File: src/rtl/shrz_pkg.sv
package shrz_pkg;

    localparam int COEF_WIDTH_DEF = 16;

    localparam int NBASIS      = 9;
    localparam int NCH         = 3;
    localparam int NSLOT       = 27;
    localparam int SLOT_W      = 5;
    localparam int VAL_W       = 16;
    localparam int ANG_W       = 16;
    localparam int CNT_W       = 16;
    // rotation factors: cos, -sin, and the double-angle terms (up to +-2^17)
    localparam int K_W         = 19;
    localparam int FRAC_K      = 14;
    // clamped dot product, 0..2^26
    localparam int CLAMP_W     = 27;
    localparam int COLOR_W     = 12;
    localparam int INV_PI_Q16  = 20861;
    localparam int INV_PI_W    = 15;
    localparam int COLOR_SHIFT = 28;

    localparam int ADDR_W      = 4;
    localparam int DATA_W      = 32;
    localparam int REG_IDX_W   = 2;

    localparam logic REQ_LOAD  = 1'b0;
    localparam logic REQ_SHADE = 1'b1;

    localparam logic [REG_IDX_W-1:0] REG_COS    = 2'd0;
    localparam logic [REG_IDX_W-1:0] REG_SIN    = 2'd1;
    localparam logic [REG_IDX_W-1:0] REG_VCOUNT = 2'd2;

    typedef struct packed {
        logic                    req_type;
        logic [SLOT_W-1:0]       env_slot;
        logic signed [VAL_W-1:0] env_value;
        logic signed [VAL_W-1:0] vis_0;
        logic signed [VAL_W-1:0] vis_1;
        logic signed [VAL_W-1:0] vis_2;
        logic signed [VAL_W-1:0] vis_3;
        logic signed [VAL_W-1:0] vis_4;
        logic signed [VAL_W-1:0] vis_5;
        logic signed [VAL_W-1:0] vis_6;
        logic signed [VAL_W-1:0] vis_7;
        logic signed [VAL_W-1:0] vis_8;
    } in_t;

    typedef struct packed {
        logic [COLOR_W-1:0] red;
        logic [COLOR_W-1:0] green;
        logic [COLOR_W-1:0] blue;
        logic               frame_end;
    } out_t;

    // load enables of the pipeline stages
    typedef struct packed {
        logic ld1;
        logic ld2;
        logic ld3;
        logic ld4;
        logic ld5;
    } pipe_en_t;

endpackage

File: src/rtl/shrz_merge.sv
module shrz_merge (
    input  logic                                             aclk,
    input  logic                                             en_i,
    input  logic [shrz_pkg::NCH-1:0][shrz_pkg::CLAMP_W-1:0]  sum_i,
    input  logic                                             last_i,
    output shrz_pkg::out_t                                   data_o
);

    localparam int PROD_W = shrz_pkg::CLAMP_W + shrz_pkg::INV_PI_W + 1;
    localparam int C_LO   = shrz_pkg::COLOR_SHIFT;
    localparam int C_HI   = shrz_pkg::COLOR_SHIFT + shrz_pkg::COLOR_W;

    function automatic logic [shrz_pkg::COLOR_W-1:0] to_color(
        input logic [shrz_pkg::CLAMP_W-1:0] v
    );
        logic [PROD_W-1:0] p;
        p = PROD_W'(v) * PROD_W'(shrz_pkg::INV_PI_Q16) + (PROD_W'(1) << (C_LO - 1));
        if (|p[PROD_W-1:C_HI]) begin
            return '1;
        end
        return p[C_HI-1:C_LO];
    endfunction

    shrz_pkg::out_t data_next;
    shrz_pkg::out_t data_reg;

    always_comb begin
        data_next.red       = to_color(sum_i[0]);
        data_next.green     = to_color(sum_i[1]);
        data_next.blue      = to_color(sum_i[2]);
        data_next.frame_end = last_i;
    end

    always_ff @(posedge aclk) begin
        if (en_i) begin
            data_reg <= data_next;
        end
    end

    assign data_o = data_reg;

endmodule

File: config.mk
export PLATFORM = sky130hd
export DESIGN_NAME = shrz_merge
export DESIGN_NICKNAME = d
export VERILOG_FILES = /design/src/rtl/shrz_pkg.sv /design/src/rtl/shrz_merge.sv
export SDC_FILE = /design/constraint.sdc
export NUM_CORES = 1
export LEC_CHECK = 0
export BUFFER_PORTS_ARGS = -buffer_cell sky130_fd_sc_hd__buf_2
export CORE_AREA = 2 2 208 210
export DETAILED_ROUTE_END_ITERATION = 10
export DIE_AREA = 0 0 210 212
export PLACE_DENSITY_LB_ADDON = 0.2
export SYNTH_ARGS = -nofsm -noshare
export SYNTH_HDL_FRONTEND = slang
export SYNTH_SLANG_ARGS = --single-unit
File: constraint.sdc
create_clock -name aclk -period 13.1 [get_ports aclk]
set_input_delay 0 -clock aclk [delete_from_list [all_inputs] [get_ports aclk]]
set_output_delay 0 -clock aclk [all_outputs]
set_load 0.005 [all_outputs]
-- After elaboration in Yosys (flattened, before gate mapping)
Index checks and enable logic that the tools add are counted.
- add/sub/neg operators: 3
- $mul: 3
- muxes and demuxes: 9
- reductions and logical operators: 3
- operators with widths (kind ; number):
    adder 42 x 28 -> 43 bit, second input constant ; 3
    multiplier 27 x 15 -> 42 bit, second input constant ; 3
    two-way mux 12 bit ; 6
    OR reduction 3 bit ; 3
    two-way mux 1 bit ; 3
- register bits: 37
- output and inout port bits: 37
- logic and storage cells: 22

-- Depth between registers and ports, before layout
Gate-level depths: netlist (run 1).
- depth in word-level cells: 5
- gate-level depth with buffers: 24

-- Least setup slack after synthesis (run 1)
OpenSTA, ideal clock, no wires.
- path kind: input to register
- start point: input port sum_i[14] (netlist bit)
- end point: register data_reg (netlist bit data_o[35]), data pin
- library setup time: 134 ps
- arrival time: 5562 ps
- path slack: 7404 ps
- stages: 23
- cell sequence: inv_1 fa_1 inv_1 fa_1 inv_1 fa_1 inv_1 fa_1 fa_1 inv_1 fa_1 inv_1 ha_1 nand2_2 o31a_1 o41ai_2 a21oi_1 o21a_1 or3_4 o2111ai_2 mux2i_1 buf_6 nand2b_4
- word-level cells in the longest chain between the ends: 5
- RTL lines (element ; RTL line ; source):
    start, declared ; shrz_merge.sv:4 ; input logic [shrz_pkg::NCH-1:0][shrz_pkg::CLAMP_W-1:0] sum_i,
    multiplier 27 x 15 -> 42 bit * ; shrz_merge.sv:17 ; p = PROD_W'(v) * PROD_W'(shrz_pkg::INV_PI_Q16) + (PROD_W'(1) << (C_LO - 1));
    adder 42 x 28 -> 43 bit * ; shrz_merge.sv:17 ;
    OR reduction 3 bit ; shrz_merge.sv:18 ; if (|p[PROD_W-1:C_HI]) begin
    two-way mux 1 bit ; shrz_merge.sv:18 ;
    two-way mux 12 bit * ; shrz_merge.sv:21 ; return p[C_HI-1:C_LO];
    end signal, assigned ; shrz_merge.sv:36 ; data_reg <= data_next;
    end, declared ; shrz_merge.sv:25 ; shrz_pkg::out_t data_reg;
Mark *: on every way between the ends. The rest lies on a longest branch, timed or not.
A chain may end at the register's enable or synchronous reset.

-- Worst setup path after layout (run 1)
- start point: input port sum_i[8] (netlist bit)
- end point: register data_reg (netlist bit data_o[25]), data pin
The elaborated chain is that of the path after synthesis.

==> flow_summary_export.csv, run 1 <==
group,metric,value,unit
cells_and_area,antenna_cells,0,
detailed_routing,drtIter0Drc,528,
critical_path,cp_slowest_cell,"mux2i_1",
synthesis,synth_most_common_cell,"inv_1",
sta,relSlewSlack,0.319,
critical_path,critPathLaunch,"sum_i[8]",
clock_network,ctsHoldBuffers,1,
min_path,holdPathEnd,"data_o[2]$_SDFFCE_PP1P_",
clock_network,h-tree-depth,2,
sta,tns,0,ns
clock_network,cts-buffers-inserted,5,
sta,rsz0062_at_grt,"no",
sta,finalCriticalPeriod,6.47,ns
clock_network,clk_pin_slew,0.06,ns
sta,hold_violations,0,
floorplan,fp.dieW,210,um
synthesis,yosys_warnings,0,
outcome,outcome,"completed",
min_path,worstHoldStart,"en_i",
critical_path,cp.buffers_inverters,7,
global_route,grt_max_degree,38,
cells_and_area,drive_above_1_share,0.0575,
synthesis,synth_seq_area_share,0.0468,
synthesis,syn_inst,2432,
cells_and_area,largest_reg_flops,37,
place,io_buffers,120,
critical_path,crit_chain,"buf_2 -> inv_1 -> fa_1 -> inv_1 -> fa_1 -> inv_1 -> fa_1 -> fa_1 -> inv_1 -> fa_1 -> inv_1 -> fa_1 -> inv_1 -> ha_1 -> nand2_1 -> o21ai_0 -> o21ai_0 -> o21ai_0 -> a21oi_1 -> o21a_1 -> or3_4 -> o2111ai_2 -> mux2i_1 -> nand2b_4",
global_route,globalRouteOverflowTotal,0,
flow_run,drv_cap,0,
place,gp_congestion,0.922,
critical_path,critPathKind,"input pin to register",
global_route,grt_pass1_wl,85.7,mm
global_route,antenna_found_initial,0,
global_route,grt_pass1_vias,17500,
synthesis,synth_area_leaders,"fa_1 (41%), ha_1 (27%), inv_1 (15%), edfxtp_1 (4.7%), a21oi_1 (1.5%)",
synthesis,async_flop_share,0,
cells_and_area,area_growth,5.99,%
synthesis,yosysTopAreaCellShare,0.413,
min_path,holdPathStages,1,
detailed_routing,via_count,15700,
floorplan,die-area,44500,sq um
critical_path,endpoint_kind,"register",
synthesis,yosys.area.top_type,"fa_1",
floorplan,rows,76,
detailed_routing,totalWireLength,51.1,mm
clock_network,cts_tree,"done",
critical_path,critPathRequiredTime,13.26,ns
detailed_routing,first_pass_iters,5,
critical_path,path_max_fanout,12,
synthesis,synth_flop_cell,"edfxtp_1",
cells_and_area,nFillCells,3749,
synthesis,synth_edf_count,37,
min_path,hp-class,"input pin to register",
synthesis,synth_area_per_cell,9.77,sq um
synthesis,netlist_area,23800,sq um
synthesis,synth.net_count,3525,
critical_path,cpPeakStageDelay,0.85,ns
critical_path,startpoint_type,"input pin",
clock_network,max-clock-path-buffers,2,
clock_network,cts.sinks,37,
critical_path,cp_data_arrival_time,6.62,ns
sta,fmax,0.155,GHz
floorplan,core_area,42500,sq um
floorplan,io_pins,121,
clock_network,post_cts_buffers,0,
cells_and_area,num-nets-final,3649,
critical_path,critPathTopFamily,"adder cells",
global_route,track_usage,0.246,
detailed_routing,ant_nets,0,
sta,drv_slew,0,
sta,tightest_slew,0.994,ns
synthesis,ys_types,62,
detailed_routing,post_drt_wl_per_cell,16.5,um
clock_network,cts_resized,0,
detailed_routing,via_per_inst,5.05,
synthesis,synth_commonest_cells,"inv_1 (925), ha_1 (519), fa_1 (490), a21oi_1 (73), nand2_1 (70)",
sta,finalCritPeriodShare,0.494,
floorplan,start_util,0.559,
clock_network,root_buffer,"clkbuf_16",
synthesis,synth-seq-cells,37,
sta,final-setup-viol-count,0,
detailed_routing,drcViolationCount,0,
place,hpwl,48.7,mm
floorplan,die_h,212,um
==> layer usage <==
metal / share of wire / global-route usage / vias up
met5: 0 / 0 / -
met4: 0.020 / 0.0487 / 0
met3: 0.026 / 0.0188 / 46
met2: 0.53 / 0.463 / 203
met1: 0.43 / 0.310 / 7861
li1: - / - / 7561
==> cell type report <==
cell class                      instances  area (sq um)  share of cell area
Clock buffer                            5           125             0.00497
Clock inverter                          2          35.0             0.00139
Inverter                              925          3470               0.138
Multi-Input combinational cell       1466         19100               0.760
Sequential cell                        37          1110              0.0441
Tap cell                              546           683              0.0271
Timing Repair Buffer                  121           611              0.0242
==> stage by stage <==
stage / hold WS, ns / worst slack [ns] / std cells / area (sq um) / util
detailed placement: 0.187 / 6.29 / 3094 / 25000 / 0.588
global placement: 0.180 / 6.35 / 3094 / 25000 / 0.588
floorplan: 0.0989 / 7.40 / 2432 / 23800 / -
global route: 0.416 / 6.29 / 3102 / 25200 / 0.592
finish: 0.394 / 6.63 / 3102 / 25200 / 0.592
CTS: 0.406 / 6.59 / 3102 / 25200 / 0.592
==> cells in the final DEF (no fill, tap or decap), types with 7 or more instances in the layout <==
| cell type | count |
|---|---|
| a211oi_1 | 9 |
| a21o_1 | 25 |
| a21oi_1 | 73 |
| and2_1 | 9 |
| buf_2 | 120 |
| edfxtp_1 | 37 |
| fa_1 | 490 |
| ha_1 | 519 |
| inv_1 | 925 |
| nand2_1 | 70 |
| nand2b_4 | 8 |
| nand3_1 | 17 |
| nand4_1 | 12 |
| nor2_1 | 30 |
| nor2b_1 | 7 |
| nor3_1 | 8 |
| o211ai_1 | 12 |
| o21ai_0 | 38 |
| xnor2_1 | 19 |
| xor2_1 | 31 |
==> kinds of logic after synthesis <==
family | after synthesis | share of synthesized area
fa+ha+maj | 1009 | 0.686
xor+xnor | 50 | 0.0184
compound gates | 206 | 0.0553
buf+inv | 929 | 0.147
simple gates | 198 | 0.0446
mux | 3 | 0.00126
flops | 37 | 0.0468
==> worst max-delay path by stage <==
stage | slack, ns | endpoint | cells past startpoint
floorplan | 7.40 | data_o[35]$_SDFFCE_PP1P_ | 23
global placement | 6.35 | data_o[6]$_SDFFCE_PP1P_ | 23
detailed placement | 6.29 | data_o[6]$_SDFFCE_PP1P_ | 23
CTS | 6.59 | data_o[6]$_SDFFCE_PP1P_ | 23
global route | 6.29 | data_o[6]$_SDFFCE_PP1P_ | 23
finish | 6.63 | data_o[25]$_SDFFCE_PP1P_ | 24
Power of run 1 is left out: the tool's default activity adds up to more than one toggle a clock period on the data nets, which glitch-free logic cannot reach.
==> run 2, diff against run 1 <==
Clock period 13.1 ns to 5.7 ns, I/O delays scaled along.
==> flow_summary_export.csv, run 2 (same netlist as run 1, synthesis figures left out) <==
group,metric,value,unit
min_path,hp-class,"input pin to register",
global_route,globalRouteOverflowTotal,0,
global_route,antenna_found_initial,1,
cells_and_area,fin_area,27800,sq um
sta,finalCriticalPeriod,5.70,ns
detailed_routing,drtIter0Drc,513,
global_route,track_usage,0.257,
cells_and_area,area_growth,16.8,%
detailed_routing,via_per_inst,5.00,
sta,fmax,0.176,GHz
cells_and_area,final_common_cell,"inv_1",
clock_network,clk_pin_slew,0.07,ns
cells_and_area,multi_input_area,19700,sq um
cells_and_area,seqCellArea,1110,sq um
critical_path,critPathRequiredTime,5.75,ns
place,place_area,26700,sq um
sta,rsz0062_at_grt,"yes",
cells_and_area,drive_above_1_share,0.195,
global_route,grt_pass1_vias,18600,
sta,drv_slew,0,
flow_run,drv_cap,0,
floorplan,fp.dieW,210,um
global_route,grt_max_degree,38,
floorplan,core_area,42500,sq um
sta,hold_violations,0,
global_route,grt_pass1_wl,90.0,mm
critical_path,endpoint_kind,"register",
cells_and_area,antenna_cells,0,
sta,final-setup-viol-count,0,
cells_and_area,largest_reg_flops,37,
cells_and_area,num-nets-final,3894,
clock_network,h-tree-depth,2,
detailed_routing,via_count,16700,
sta,whs,0.394,ns
cells_and_area,nFillCells,3492,
detailed_routing,post_drt_wl_per_cell,16.2,um
detailed_routing,ant_nets,0,
floorplan,rows,76,
place,gp_congestion,0.944,
sta,finalCritPeriodShare,0.999,
critical_path,critPathKind,"input pin to register",
clock_network,cts-buffers-inserted,5,
clock_network,max-clock-path-buffers,2,
critical_path,startpoint_type,"input pin",
critical_path,cp_data_arrival_time,5.75,ns
place,io_buffers,120,
detailed_routing,totalWireLength,54.1,mm
floorplan,die_h,212,um
cells_and_area,final_cell_mix,"inv_1 (858), ha_1 (499), fa_1 (475)",
clock_network,cts_tree,"done",
floorplan,start_util,0.559,
sta,relSlewSlack,0.378,
place,hpwl,50.5,mm
detailed_routing,first_pass_iters,4,
floorplan,io_pins,121,
outcome,outcome,"completed",
floorplan,die-area,44500,sq um
sta,tightest_slew,0.933,ns
clock_network,cts.sinks,37,
critical_path,path_max_fanout,3,
detailed_routing,drcViolationCount,0,
clock_network,root_buffer,"clkbuf_16",
[run 2: changes by cell type in the layout (fill, tap and decap cells not counted), moves of 15 or more]
cell / delta
buf_4: +241
inv_1: -67
inv_2: +57
ha_1: -20
ha_4: +19
fa_1: -15
fa_2: +15
[run 2: critical path: stages]
cell	delay (ns)
buf_4	0.10
inv_4	0.05
fa_1	0.50
inv_1	0.05
fa_1	0.51
inv_1	0.06
fa_1	0.50
fa_1	0.50
inv_1	0.05
fa_1	0.47
inv_1	0.05
fa_1	0.49
inv_2	0.05
ha_4	0.21
nand4_1	0.18
buf_4	0.15
inv_2	0.03
a221o_1	0.32
o211ai_1	0.42
a41o_1	0.28
o21ai_2	0.06
a21o_1	0.21
xor2_2	0.16
or3_1	0.34
[run 2: final cells by class]
cell class                 instances  share of cell area
inverter                         925               0.126
timing repair buffer             366              0.0918
tap                              546              0.0246
sequential                        37              0.0400
clock inverter                     3             0.00167
clock buffer                       5             0.00451
multi-input combinational       1466               0.711
[run 2: layer usage]
metal / up-vias / track usage / share of wire
li1: 8065 / - / -
met1: 8348 / 0.332 / 0.43
met2: 242 / 0.472 / 0.52
met3: 71 / 0.0204 / 0.027
met4: 0 / 0.0631 / 0.025
met5: - / 0 / 0
[run 2: timing repair]
action,CTS,global route
endpoints found under the hold margin,1,0
gates resized for setup,68,148
endpoints found under the setup margin,36,36
cloned,0,0
pin swaps,35,85
buffers inserted,6,8
hold buffers,1,0
[run 2: per-stage QoR]
step | cells | util | setup TNS [ns] | worst slack (ns)
after floorplan | 2432 | - | 0 | 0.00403
after global placement | 3325 | 0.629 | -14.45 | -0.552
after detailed placement | 3325 | 0.629 | -17.09 | -0.638
after CTS | 3340 | 0.640 | -0.0146 | -0.0146
after global routing | 3348 | 0.653 | -4.04 | -0.257
final | 3348 | 0.653 | 0 | 0.00370
[run 2: worst paths after layout]
| check | slack [ns] | start | end | cells past startpoint |
|---|---|---|---|---|
| hold / removal | 0.39 | en_i | data_o[29]$_SDFFCE_PP1P_ | 1 |
| setup / recovery | 0.004 | sum_i[63] | data_o[2]$_SDFFCE_PP1P_ | 24 |
Power of run 2 is left out for the same reason.
